==> src/rtl/core/fdu_pkg.sv <==
// ----------------------------------------------------------------------------
// Feature distance unit package
// Widths, metric codes, iterative unit operations and the request and result
// types shared by the feature distance unit and its submodules.
// ----------------------------------------------------------------------------
package fdu_pkg;

  // Feature and accumulator geometry.
  localparam int FEAT_W   = 16;
  localparam int ACC_W    = 48;
  localparam int OUT_W    = 49;
  localparam int ROOT_W   = ACC_W / 2;
  localparam int MUL_W    = ROOT_W;
  localparam int REM_W    = ACC_W + 2;
  localparam int DIV_BITS = 2 * FEAT_W;
  localparam int Q_FRAC   = 15;
  localparam int CNT_W    = $clog2(DIV_BITS + 1);

  // Configuration port.
  localparam int MODE_W    = 3;
  localparam int APB_DW    = 32;
  localparam int APB_AW    = 3;
  localparam int REG_IDX_W = APB_AW - 2;
  localparam logic [REG_IDX_W-1:0] REG_METRIC_MODE = '0;

  // Metric codes held in the metric_mode register.
  localparam logic [MODE_W-1:0] MODE_SSD       = 3'd0;
  localparam logic [MODE_W-1:0] MODE_EUCLID    = 3'd1;
  localparam logic [MODE_W-1:0] MODE_COSINE    = 3'd2;
  localparam logic [MODE_W-1:0] MODE_CHI       = 3'd3;
  localparam logic [MODE_W-1:0] MODE_MANHATTAN = 3'd4;

  // Operations of the shared iterative unit.
  typedef enum logic [1:0] {
    OP_DIV   = 2'd0,
    OP_SQRT  = 2'd1,
    OP_RATIO = 2'd2
  } fdu_op_t;

  typedef struct packed {
    logic    start;
    fdu_op_t op;
  } fdu_iter_ctl_t;

  typedef struct packed {
    logic signed [FEAT_W-1:0] feature_a;
    logic signed [FEAT_W-1:0] feature_b;
    logic                     last_feature;
  } fdu_pair_t;

  typedef struct packed {
    logic signed [OUT_W-1:0] distance_value;
    logic                    saturated;
    logic                    zero_divide;
  } fdu_result_t;

endpackage

==> src/rtl/core/feature_distance_unit.sv <==
// ----------------------------------------------------------------------------
// Feature distance unit
// Accumulates a distance between two feature vectors under a chosen metric.
// ----------------------------------------------------------------------------
// Each request carries one pair of signed Q8.8 features. The metric_mode
// register selects sum of squared differences, Euclidean distance, cosine
// ratio, chi-square or Manhattan sum; a request marked last still adds its own
// pair and then produces one result, after which every accumulator and flag is
// cleared. In cosine mode a request takes three products through the one
// multiplier, and in chi-square mode the shared iterative unit divides each
// term. A chi-square pair whose denominator is zero skips the division, as
// does any pair under a spare mode code. A last request then hands its result
// to the output register, after the finishing work on the same unit: the
// Euclidean root, or for cosine two roots and a 15-step ratio (the ratio is
// skipped when a root is zero or the ratio reaches one). The input is not
// ready while a request is being worked on. A finished result waits in the
// output register; only a later last request that reaches its hand-over while
// that result is still untaken is held up until it goes. Accumulators
// saturate and raise the saturated flag.
// ----------------------------------------------------------------------------
module feature_distance_unit (
  input  logic                           clk,
  input  logic                           rst,
  input  fdu_pkg::fdu_pair_t             pair,
  input  logic                           pair_valid,
  output logic                           pair_ready,
  output fdu_pkg::fdu_result_t           result,
  output logic                           result_valid,
  input  logic                           result_ready,
  input  logic                           psel,
  input  logic                           penable,
  input  logic                           pwrite,
  input  logic [fdu_pkg::APB_AW-1:0]     paddr,
  input  logic [fdu_pkg::APB_DW-1:0]     pwdata,
  output logic [fdu_pkg::APB_DW-1:0]     prdata,
  output logic                           pready
);
  import fdu_pkg::*;

  typedef enum logic [10:0] {
    ST_IDLE       = 11'h001,
    ST_MUL        = 11'h002,
    ST_DIV_GO     = 11'h004,
    ST_DIV_WAIT   = 11'h008,
    ST_ACC        = 11'h010,
    ST_ROOT_GO    = 11'h020,
    ST_ROOT_WAIT  = 11'h040,
    ST_PROD       = 11'h080,
    ST_RATIO_GO   = 11'h100,
    ST_RATIO_WAIT = 11'h200,
    ST_EMIT       = 11'h400
  } state_t;

  // Cosine terms, taken in this order through the multiplier.
  localparam logic [1:0] PH_FIRST_MAG  = 2'd0;
  localparam logic [1:0] PH_SECOND_MAG = 2'd1;
  localparam logic [1:0] PH_DOT        = 2'd2;

  localparam logic [Q_FRAC:0] COS_CAP = (Q_FRAC + 1)'(1 << Q_FRAC);
  localparam logic [Q_FRAC:0] COS_MAX = COS_CAP - (Q_FRAC + 1)'(1);

  state_t state, state_next, end_state;

  logic [MODE_W-1:0] metric_mode;
  logic [ACC_W-1:0]  main_sum;
  logic [ACC_W-1:0]  dot_sum;
  logic [ACC_W-1:0]  first_magnitude;
  logic [ACC_W-1:0]  second_magnitude;
  logic              saturation_seen;
  logic              zero_divide_seen;
  logic [1:0]        phase;
  logic              root_sel;

  // Request registers and datapath values.
  logic signed [FEAT_W-1:0] fa, fb;
  logic                     last_r;
  logic signed [FEAT_W:0]   diff_s, sum_s;
  logic [FEAT_W:0]          diff_abs, sum_mag, a_abs, b_abs;
  logic [FEAT_W-1:0]        dm, a_mag, b_mag;
  logic                     sum_zero;

  logic [MUL_W-1:0]  mul_x, mul_y;
  logic [ACC_W-1:0]  mul_full;
  logic [ACC_W-1:0]  prod;
  logic [ROOT_W-1:0] root1;
  logic              roots_zero;

  logic [ACC_W-1:0] acc_in, acc_term, acc_out;
  logic             acc_signed_op, acc_neg, acc_sat;
  logic [REM_W-1:0] add_a, add_b, add_sum;

  logic [ACC_W-1:0] dot_mag;
  logic             ratio_cap;
  logic [Q_FRAC:0]  cos_q;
  logic signed [Q_FRAC+1:0] cos_next, cos_value;
  logic [OUT_W-1:0] value;

  fdu_iter_ctl_t    iter_ctl;
  logic [ACC_W-1:0] iter_a, iter_b, iter_res;
  logic             iter_busy;

  logic accept, emit_fire, cfg_write;

  // --------------------------------------------------------------------------
  // Configuration port. Writes land on the access cycle; pready is tied high.
  // --------------------------------------------------------------------------
  assign pready    = 1'b1;
  assign cfg_write = psel && penable && pwrite &&
                     (paddr[APB_AW-1:2] == REG_METRIC_MODE);
  assign prdata    = (paddr[APB_AW-1:2] == REG_METRIC_MODE) ?
                     APB_DW'(metric_mode) : '0;

  assign pair_ready = (state == ST_IDLE);
  assign accept     = pair_valid && pair_ready;
  assign emit_fire  = (state == ST_EMIT) && (!result_valid || result_ready);

  // --------------------------------------------------------------------------
  // Per-pair arithmetic on the registered features. The difference and the sum
  // need one extra bit; their magnitudes fit the feature width except the
  // sum, which can reach 2^16 when both features are at the negative limit.
  // --------------------------------------------------------------------------
  always_comb begin
    diff_s   = (FEAT_W + 1)'(fa) - (FEAT_W + 1)'(fb);
    sum_s    = (FEAT_W + 1)'(fa) + (FEAT_W + 1)'(fb);
    diff_abs = diff_s[FEAT_W] ? -diff_s : diff_s;
    sum_mag  = sum_s[FEAT_W] ? -sum_s : sum_s;
    a_abs    = fa[FEAT_W-1] ? -(FEAT_W + 1)'(fa) : (FEAT_W + 1)'(fa);
    b_abs    = fb[FEAT_W-1] ? -(FEAT_W + 1)'(fb) : (FEAT_W + 1)'(fb);
    dm       = diff_abs[FEAT_W-1:0];
    a_mag    = a_abs[FEAT_W-1:0];
    b_mag    = b_abs[FEAT_W-1:0];
    sum_zero = (sum_s == '0);
  end

  // --------------------------------------------------------------------------
  // The one multiplier. In the accumulation phase it squares differences and
  // magnitudes and forms dot-product terms; it also multiplies the two roots
  // for the cosine divisor. Its product is always registered before use.
  // --------------------------------------------------------------------------
  always_comb begin
    mul_x = MUL_W'(dm);
    mul_y = MUL_W'(dm);
    if (state == ST_PROD) begin
      mul_x = root1;
      mul_y = iter_res[ROOT_W-1:0];
    end else if (metric_mode == MODE_COSINE) begin
      case (phase)
        PH_FIRST_MAG: begin
          mul_x = MUL_W'(a_mag);
          mul_y = MUL_W'(a_mag);
        end
        PH_SECOND_MAG: begin
          mul_x = MUL_W'(b_mag);
          mul_y = MUL_W'(b_mag);
        end
        default: begin
          mul_x = MUL_W'(a_mag);
          mul_y = MUL_W'(b_mag);
        end
      endcase
    end
  end

  assign mul_full = mul_x * mul_y;

  // --------------------------------------------------------------------------
  // Saturating accumulator adder. Unsigned sums clamp at all ones; the signed
  // chi-square and dot-product sums clamp at either end of the signed range.
  // The term arrives as a sign and a magnitude.
  // --------------------------------------------------------------------------
  always_comb begin
    acc_in        = main_sum;
    acc_term      = prod;
    acc_signed_op = 1'b0;
    acc_neg       = 1'b0;
    case (metric_mode)
      MODE_MANHATTAN: begin
        acc_term = ACC_W'(dm);
      end
      MODE_CHI: begin
        acc_term      = iter_res;
        acc_signed_op = 1'b1;
        acc_neg       = sum_s[FEAT_W];
      end
      MODE_COSINE: begin
        case (phase)
          PH_FIRST_MAG:  acc_in = first_magnitude;
          PH_SECOND_MAG: acc_in = second_magnitude;
          default: begin
            acc_in        = dot_sum;
            acc_signed_op = 1'b1;
            acc_neg       = fa[FEAT_W-1] ^ fb[FEAT_W-1];
          end
        endcase
      end
      default: begin
        acc_term = prod;
      end
    endcase

    add_a   = acc_signed_op ? REM_W'($signed(acc_in)) : REM_W'(acc_in);
    add_b   = acc_neg ? (REM_W'(0) - REM_W'(acc_term)) : REM_W'(acc_term);
    add_sum = add_a + add_b;

    if (acc_signed_op) begin
      acc_sat = (add_sum[REM_W-1:ACC_W-1] != '0) &&
                (add_sum[REM_W-1:ACC_W-1] != '1);
      if (!acc_sat) begin
        acc_out = add_sum[ACC_W-1:0];
      end else if (add_sum[REM_W-1]) begin
        acc_out = {1'b1, {(ACC_W - 1){1'b0}}};
      end else begin
        acc_out = {1'b0, {(ACC_W - 1){1'b1}}};
      end
    end else begin
      acc_sat = add_sum[ACC_W];
      acc_out = acc_sat ? '1 : add_sum[ACC_W-1:0];
    end
  end

  // --------------------------------------------------------------------------
  // Cosine finishing: a ratio of one or more is capped before the unit runs,
  // then the quotient is clamped below one or negated with the dot product.
  // --------------------------------------------------------------------------
  always_comb begin
    dot_mag    = dot_sum[ACC_W-1] ? (ACC_W'(0) - dot_sum) : dot_sum;
    ratio_cap  = (dot_mag >= prod);
    roots_zero = (root1 == '0) || (iter_res[ROOT_W-1:0] == '0);
    cos_q      = (state == ST_RATIO_GO) ? COS_CAP : iter_res[Q_FRAC:0];
    if (dot_sum[ACC_W-1]) begin
      cos_next = -$signed({1'b0, cos_q});
    end else if (cos_q > COS_MAX) begin
      cos_next = $signed({1'b0, COS_MAX});
    end else begin
      cos_next = $signed({1'b0, cos_q});
    end
  end

  // --------------------------------------------------------------------------
  // Shared iterative unit: per-term division in chi-square mode, the final
  // roots and the cosine ratio.
  // --------------------------------------------------------------------------
  always_comb begin
    iter_ctl.start = (state == ST_DIV_GO) || (state == ST_ROOT_GO) ||
                     ((state == ST_RATIO_GO) && !ratio_cap);
    iter_ctl.op    = OP_RATIO;
    iter_a         = dot_mag;
    iter_b         = prod;
    if (state == ST_DIV_GO) begin
      iter_ctl.op = OP_DIV;
      iter_a      = prod;
      iter_b      = ACC_W'(sum_mag);
    end else if (state == ST_ROOT_GO) begin
      iter_ctl.op = OP_SQRT;
      if (metric_mode == MODE_EUCLID) begin
        iter_a = main_sum;
      end else begin
        iter_a = root_sel ? second_magnitude : first_magnitude;
      end
    end
  end

  fdu_iter u_iter (
    .clk       (clk),
    .rst       (rst),
    .ctl       (iter_ctl),
    .operand_a (iter_a),
    .operand_b (iter_b),
    .busy      (iter_busy),
    .result    (iter_res)
  );

  // --------------------------------------------------------------------------
  // Result value, read at the emit cycle from the mode current at that point.
  // --------------------------------------------------------------------------
  always_comb begin
    case (metric_mode)
      MODE_SSD, MODE_MANHATTAN: value = OUT_W'(main_sum);
      MODE_CHI:                 value = OUT_W'($signed(main_sum));
      MODE_EUCLID:              value = OUT_W'(iter_res);
      MODE_COSINE:              value = OUT_W'(cos_value);
      default:                  value = '0;
    endcase
  end

  // --------------------------------------------------------------------------
  // Sequencer.
  // --------------------------------------------------------------------------
  always_comb begin
    if (!last_r) begin
      end_state = ST_IDLE;
    end else if ((metric_mode == MODE_EUCLID) || (metric_mode == MODE_COSINE)) begin
      end_state = ST_ROOT_GO;
    end else begin
      end_state = ST_EMIT;
    end

    state_next = state;
    case (state)
      ST_IDLE: begin
        if (pair_valid) begin
          state_next = ST_MUL;
        end
      end
      ST_MUL: begin
        case (metric_mode)
          MODE_SSD, MODE_EUCLID, MODE_COSINE, MODE_MANHATTAN: state_next = ST_ACC;
          MODE_CHI: state_next = sum_zero ? end_state : ST_DIV_GO;
          default:  state_next = end_state;
        endcase
      end
      ST_DIV_GO: state_next = ST_DIV_WAIT;
      ST_DIV_WAIT: begin
        if (!iter_busy) begin
          state_next = ST_ACC;
        end
      end
      ST_ACC: begin
        if ((metric_mode == MODE_COSINE) && (phase != PH_DOT)) begin
          state_next = ST_MUL;
        end else begin
          state_next = end_state;
        end
      end
      ST_ROOT_GO: state_next = ST_ROOT_WAIT;
      ST_ROOT_WAIT: begin
        if (!iter_busy) begin
          if (metric_mode != MODE_COSINE) begin
            state_next = ST_EMIT;
          end else if (!root_sel) begin
            state_next = ST_ROOT_GO;
          end else if (roots_zero) begin
            state_next = ST_EMIT;
          end else begin
            state_next = ST_PROD;
          end
        end
      end
      ST_PROD: state_next = ST_RATIO_GO;
      ST_RATIO_GO: state_next = ratio_cap ? ST_EMIT : ST_RATIO_WAIT;
      ST_RATIO_WAIT: begin
        if (!iter_busy) begin
          state_next = ST_EMIT;
        end
      end
      ST_EMIT: begin
        if (emit_fire) begin
          state_next = ST_IDLE;
        end
      end
      default: state_next = ST_IDLE;
    endcase
  end

  // Control state and accumulators.
  always_ff @(posedge clk) begin
    if (rst) begin
      state            <= ST_IDLE;
      metric_mode      <= '0;
      main_sum         <= '0;
      dot_sum          <= '0;
      first_magnitude  <= '0;
      second_magnitude <= '0;
      saturation_seen  <= 1'b0;
      zero_divide_seen <= 1'b0;
      phase            <= PH_FIRST_MAG;
      root_sel         <= 1'b0;
      result_valid     <= 1'b0;
    end else begin
      state <= state_next;

      if (cfg_write) begin
        metric_mode <= pwdata[MODE_W-1:0];
      end

      if (accept) begin
        phase    <= PH_FIRST_MAG;
        root_sel <= 1'b0;
      end

      if ((state == ST_MUL) && (metric_mode == MODE_CHI) && sum_zero) begin
        zero_divide_seen <= 1'b1;
      end

      if (state == ST_ACC) begin
        phase <= phase + 2'd1;
        if (acc_sat) begin
          saturation_seen <= 1'b1;
        end
        if (metric_mode == MODE_COSINE) begin
          case (phase)
            PH_FIRST_MAG:  first_magnitude  <= acc_out;
            PH_SECOND_MAG: second_magnitude <= acc_out;
            default:       dot_sum          <= acc_out;
          endcase
        end else begin
          main_sum <= acc_out;
        end
      end

      if ((state == ST_ROOT_WAIT) && !iter_busy) begin
        root_sel <= 1'b1;
        if ((metric_mode == MODE_COSINE) && root_sel && roots_zero) begin
          zero_divide_seen <= 1'b1;
        end
      end

      // A new result replaces the old one only once the old one has gone.
      if (emit_fire) begin
        result_valid     <= 1'b1;
        main_sum         <= '0;
        dot_sum          <= '0;
        first_magnitude  <= '0;
        second_magnitude <= '0;
        saturation_seen  <= 1'b0;
        zero_divide_seen <= 1'b0;
      end else if (result_ready) begin
        result_valid <= 1'b0;
      end
    end
  end

  // Payload registers.
  always_ff @(posedge clk) begin
    if (accept) begin
      fa     <= pair.feature_a;
      fb     <= pair.feature_b;
      last_r <= pair.last_feature;
    end

    if ((state == ST_MUL) || (state == ST_PROD)) begin
      prod <= mul_full;
    end

    if ((state == ST_ROOT_WAIT) && !iter_busy) begin
      if (!root_sel) begin
        root1 <= iter_res[ROOT_W-1:0];
      end else if (roots_zero) begin
        cos_value <= '0;
      end
    end

    if (((state == ST_RATIO_GO) && ratio_cap) ||
        ((state == ST_RATIO_WAIT) && !iter_busy)) begin
      cos_value <= cos_next;
    end

    if (emit_fire) begin
      result.distance_value <= value;
      result.saturated      <= saturation_seen;
      result.zero_divide    <= zero_divide_seen;
    end
  end

endmodule

==> src/rtl/core/fdu_iter.sv <==
// ----------------------------------------------------------------------------
// Shared iterative unit
// One compare and subtract step per cycle, used as a restoring divider, an
// integer square root and a fractional ratio generator.
// ----------------------------------------------------------------------------
module fdu_iter (
  input  logic                      clk,
  input  logic                      rst,
  input  fdu_pkg::fdu_iter_ctl_t    ctl,
  input  logic [fdu_pkg::ACC_W-1:0] operand_a,
  input  logic [fdu_pkg::ACC_W-1:0] operand_b,
  output logic                      busy,
  output logic [fdu_pkg::ACC_W-1:0] result
);
  import fdu_pkg::*;

  fdu_op_t          op;
  logic [REM_W-1:0] rem;
  logic [REM_W-1:0] part;
  logic [REM_W-1:0] trial;
  logic [REM_W-1:0] diff;
  logic [ACC_W-1:0] src;
  logic [ACC_W-1:0] divisor;
  logic [ACC_W-1:0] quo;
  logic [CNT_W-1:0] count;
  logic             ge;

  // The square root brings in two radicand bits a step, the divider one.
  always_comb begin
    part  = {rem[REM_W-2:0], 1'b0};
    trial = {2'b00, divisor};
    case (op)
      OP_DIV: begin
        part = {rem[REM_W-2:0], src[ACC_W-1]};
      end
      OP_SQRT: begin
        part  = {rem[REM_W-3:0], src[ACC_W-1 -: 2]};
        trial = {quo, 2'b01};
      end
      OP_RATIO: begin
        part = {rem[REM_W-2:0], 1'b0};
      end
      default: begin
        part = {rem[REM_W-2:0], 1'b0};
      end
    endcase
    diff = part - trial;
    ge   = (part >= trial);
  end

  always_ff @(posedge clk) begin
    if (rst) begin
      busy  <= 1'b0;
      count <= '0;
    end else if (ctl.start) begin
      busy <= 1'b1;
      case (ctl.op)
        OP_DIV:  count <= CNT_W'(DIV_BITS);
        OP_SQRT: count <= CNT_W'(ROOT_W);
        default: count <= CNT_W'(Q_FRAC);
      endcase
    end else if (busy) begin
      count <= count - CNT_W'(1);
      if (count == CNT_W'(1)) begin
        busy <= 1'b0;
      end
    end
  end

  always_ff @(posedge clk) begin
    if (ctl.start) begin
      op      <= ctl.op;
      quo     <= '0;
      divisor <= operand_b;
      case (ctl.op)
        OP_DIV: begin
          src <= operand_a << (ACC_W - DIV_BITS);
          rem <= '0;
        end
        OP_SQRT: begin
          src <= operand_a;
          rem <= '0;
        end
        default: begin
          src <= operand_a;
          rem <= {2'b00, operand_a};
        end
      endcase
    end else if (busy) begin
      rem <= ge ? diff : part;
      quo <= {quo[ACC_W-2:0], ge};
      src <= (op == OP_SQRT) ? (src << 2) : (src << 1);
    end
  end

  assign result = quo;

endmodule

==> config.mk <==
export PLATFORM = sky130hd
export DESIGN_NAME = feature_distance_unit
export DESIGN_NICKNAME = d
export VERILOG_FILES = /design/src/rtl/core/fdu_pkg.sv /design/src/rtl/core/feature_distance_unit.sv /design/src/rtl/core/fdu_iter.sv
export SDC_FILE = /design/constraint.sdc
export NUM_CORES = 2
export LEC_CHECK = 0
export ABC_AREA = 0
export BUFFER_PORTS_ARGS = -buffer_cell sky130_fd_sc_hd__buf_2
export CAP_MARGIN = 5
export CORE_ASPECT_RATIO = 1.25
export CORE_MARGIN = 5
export CORE_UTILIZATION = 58
export CTS_BUF_LIST = sky130_fd_sc_hd__clkbuf_16
export DETAILED_ROUTE_END_ITERATION = 7
export PLACE_DENSITY = 0.75
export RECOVER_POWER = 50
export SLEW_MARGIN = 20
export SYNTH_ARGS = -nofsm -noshare
export SYNTH_HDL_FRONTEND = slang
export SYNTH_SLANG_ARGS = --single-unit
==> constraint.sdc <==
create_clock -name clk -period 11.7 [get_ports clk]
set_clock_uncertainty 0.05 [all_clocks]
set_input_delay 0.585 -clock clk [delete_from_list [all_inputs] [get_ports clk]]
set_output_delay 0.585 -clock clk [all_outputs]
set_load 0.01 [all_outputs]
==> impl_metrics.py <==
metrics = {
    "floorplan": {
        "die_x_um": 295.6,
        "num_rows": 131,
        "die_area_mm2": 0.1085,
        "ios": 161,
        "start_util_pct": 58.18,
        "coreArea_mm2": 0.1016,
        "die_h_um": 367.0,
    },
    "outcome": {
        "violations": "capacitance limit, slew limit",
        "outcome": "finished, violations left",
    },
    "grt": {
        "antenna_found_initial": 10,
        "overflow": 0,
        "met2_usage_pct": 63.46,
        "grt_use_met1_pct": 44.47,
        "grt_busiest_layer": "met2",
        "grt_use_met3_pct": 8.556,
        "grtUsageTotal_pct": 39.76,
        "grt_max_degree": 192,
        "grt_pass1_vias": 53230,
        "grt_first_pass_wirelength_um": 326400,
    },
    "cells_and_area": {
        "final_cell_mix": "nand2_1 (764), nor2_1 (719), inv_1 (675)",
        "layoutNonFillerInstCount": 8282,
        "fin_area_mm2": 0.06278,
        "final_nets": 7817,
        "final_common_cell": "nand2_1",
        "syn_to_final_growth_pct": 6.195,
        "utilization_pct": 61.78,
        "drive_above_1_share_pct": 5.518,
    },
    "clock_network": {
        "cts_root_buffer": "clkbuf_16",
        "cts.path.max_buffers": 3,
        "cts_buffers": 60,
        "clock-sinks": 587,
        "insertion_delay_ns": 0.68,
        "clkTransAtPathRegs_ns": 0.07,
        "cts_tree": "built",
        "htreeDepth": 2,
    },
    "synth": {
        "async_flop_share_pct": 0,
        "synthCells": 6999,
        "ys.flop_type": "edfxtp_1",
        "synth_top_family_by_area": "adder cells",
        "synth_compound_area_share_pct": 18.15,
        "synth_xor_xnor_area_share_pct": 4.592,
        "ys_warn_count": 0,
        "synth_edf_count": 320,
        "synth-seq-cells": 587,
        "synth_fa_ha_area_share_pct": 24.18,
        "synthMuxAreaShare_pct": 3.740,
        "syn-cell-area_mm2": 0.05912,
        "netlist-cell-type-count": 89,
        "syn_avg_cell_area_um2": 8.447,
        "synth_simple_gate_area_share_pct": 16.62,
        "yosysSeqAreaShare_pct": 25.29,
    },
    "route": {
        "dr.pass1.iters": 7,
        "viasPerCell": 6.511,
        "route.detailed.drc": 0,
        "dr_total_vias": 53930,
        "routed_wl_um": 221100,
        "ant_nets": 0,
        "initialDrtViolationCount": 5772,
        "wl_per_cell_um": 26.70,
    },
    "sta": {
        "worst_pin_slew_ns": 3.747,
        "worst_slack_ns": 0.3974,
        "fin_crit_sh_pct": 96.60,
        "finalCriticalPeriod_ns": 11.30,
        "hold_viol": 0,
        "max_freq_ghz": 0.08848,
        "setup_violations": 0,
        "relSlewSlack_pct": -149.8,
        "slew_violations": 917,
    },
    "place": {
        "numPlacedInstances": 8156,
        "hpwlAfterDp_um": 165900,
        "place_area_mm2": 0.06101,
        "port_buffers": 99,
        "pre_cts_slack_ns": 0.2476,
        "routabilityCongestion": 1.050,
    },
    "worst_setup_path": {
        "critPathMostFrequentCell": "fa_1",
        "arrival_ns": 11.65,
        "critPathMaxStageDelay_ns": 0.55,
        "crit_path_top_delay_cell": "fa_1",
        "worstSetupPathType": "register to register",
        "worstPathRequired_ns": 12.05,
        "end_kind": "register",
        "start_kind": "register",
        "path_max_fanout": 16,
    },
    "worst_hold_path": {
        "hp-class": "input pin to register",
    },
    "flow_run": {
        "max_cap_violations": 29,
    },
}
[stage by stage]
step | setup TNS, ns | hold WS (ns)
final | 0 | 0.04410
after floorplan | 0 | 0.3564
after global placement | 0 | 0.3779
after detailed placement | 0 | 0.3891
after global routing | -0.06989 | 0.04227
after CTS | 0 | 0.02738
[critical path: cells and delay by family (launching register included)]
family / cells / cell delay (ns)
and+or+nand+nor: 7 / 1.70
adders and majority gates: 10 / 4.49
muxes: 1 / 0.35
buffers and inverters: 2 / 0.26
DFF: 1 / 0.47
xor gates and xnor gates: 1 / 0.08
AOI/OAI and AO/OA: 16 / 3.62
[Yosys cell counts, types with 40 or more instances]
| cell | number | share of area (%) |
|---|---|---|
| o22ai_1 | 48 | 0.51 |
| or2_2 | 52 | 0.55 |
| dfxtp_1 | 267 | 9.0 |
| clkbuf_1 | 380 | 2.4 |
| o31ai_1 | 40 | 0.51 |
| edfxtp_1 | 320 | 16 |
| a21o_1 | 146 | 1.9 |
| o211ai_1 | 48 | 0.61 |
| buf_1 | 42 | 0.27 |
| nor2_1 | 726 | 4.6 |
| a21oi_1 | 478 | 4.0 |
| a22oi_1 | 113 | 1.4 |
| ha_1 | 365 | 7.7 |
| nand3_1 | 117 | 0.99 |
| nand2b_1 | 78 | 0.83 |
| xnor2_1 | 214 | 3.2 |
| nor2b_1 | 41 | 0.43 |
| a221o_1 | 41 | 0.69 |
| and3_1 | 114 | 1.2 |
| a211oi_1 | 63 | 0.80 |
| a31oi_1 | 82 | 0.87 |
| mux2i_1 | 204 | 3.5 |
| xor2_1 | 96 | 1.4 |
| fa_1 | 486 | 16 |
| nor3_1 | 59 | 0.50 |
| and2_1 | 40 | 0.42 |
| nand4_1 | 42 | 0.44 |
| nand2_1 | 764 | 4.9 |
| o21ai_0 | 444 | 3.8 |
| inv_1 | 666 | 4.2 |
| or3_1 | 41 | 0.43 |
[kinds of logic (layout without fill, tap and decap cells)]
group | after synthesis | after routing
and+or+nand+nor | 2175 | 2175
AOI/OAI and AO/OA | 1722 | 1722
buffers and inverters | 1133 | 1047
adders and majority gates | 851 | 851
DFF | 587 | 587
xor gates and xnor gates | 310 | 310
muxes | 219 | 219
other | 2 | 41
[cell type report]
| type | instances | area, um^2 |
|---|---|---|
| Multi-Input combinational cell | 5307 | 40100 |
| Inverter | 668 | 2509 |
| Tap cell | 1330 | 1664 |
| Clock inverter | 51 | 439.2 |
| Clock buffer | 61 | 1526 |
| Sequential cell | 587 | 14960 |
| Timing Repair Buffer | 267 | 1549 |
| Antenna cell | 11 | 27.53 |
| Fill cell | 8942 | 38840 |
[registers in the layout (all words and copies together), names as in the netlist, 2 cells and up]
name / flops
dot_sum: 48
first_magnitude: 48
phase: 2
main_sum: 48
u_iter.src: 48
state: 11
u_iter.rem: 49
metric_mode: 3
prod: 48
second_magnitude: 48
u_iter.op: 2
u_iter.divisor: 48
result: 51
cos_value: 17
fa: 16
fb: 16
u_iter.count: 6
u_iter.result: 48
root1: 24
[worst paths after layout]
kind              startpoint   endpoint  slack, ns  cells after the start
max                    fb[0]   prod[46]       0.40                     37
min                 pair[27]     fa[10]       0.04                      1
max reg2reg            fb[0]   prod[46]       0.40                     37
min reg2reg  saturation_seen  result[1]       0.40                      0
[what timing repair did]
action                     4_1_cts  5_1_grt
resized for setup                0       11
setup endpoints to repair        0        7
hold buffers                     0        0
buffers inserted                 0        1
[routing by layer]
metal,wire length (um),vias to the layer above
met2,99430,3249
li1,-,23740
met4,25890,4
met1,74240,25890
met3,21510,1043
met5,24,-
Power is left out: the tool's default activity adds up to more than one toggle a clock period on the data nets, which glitch-free logic cannot reach.
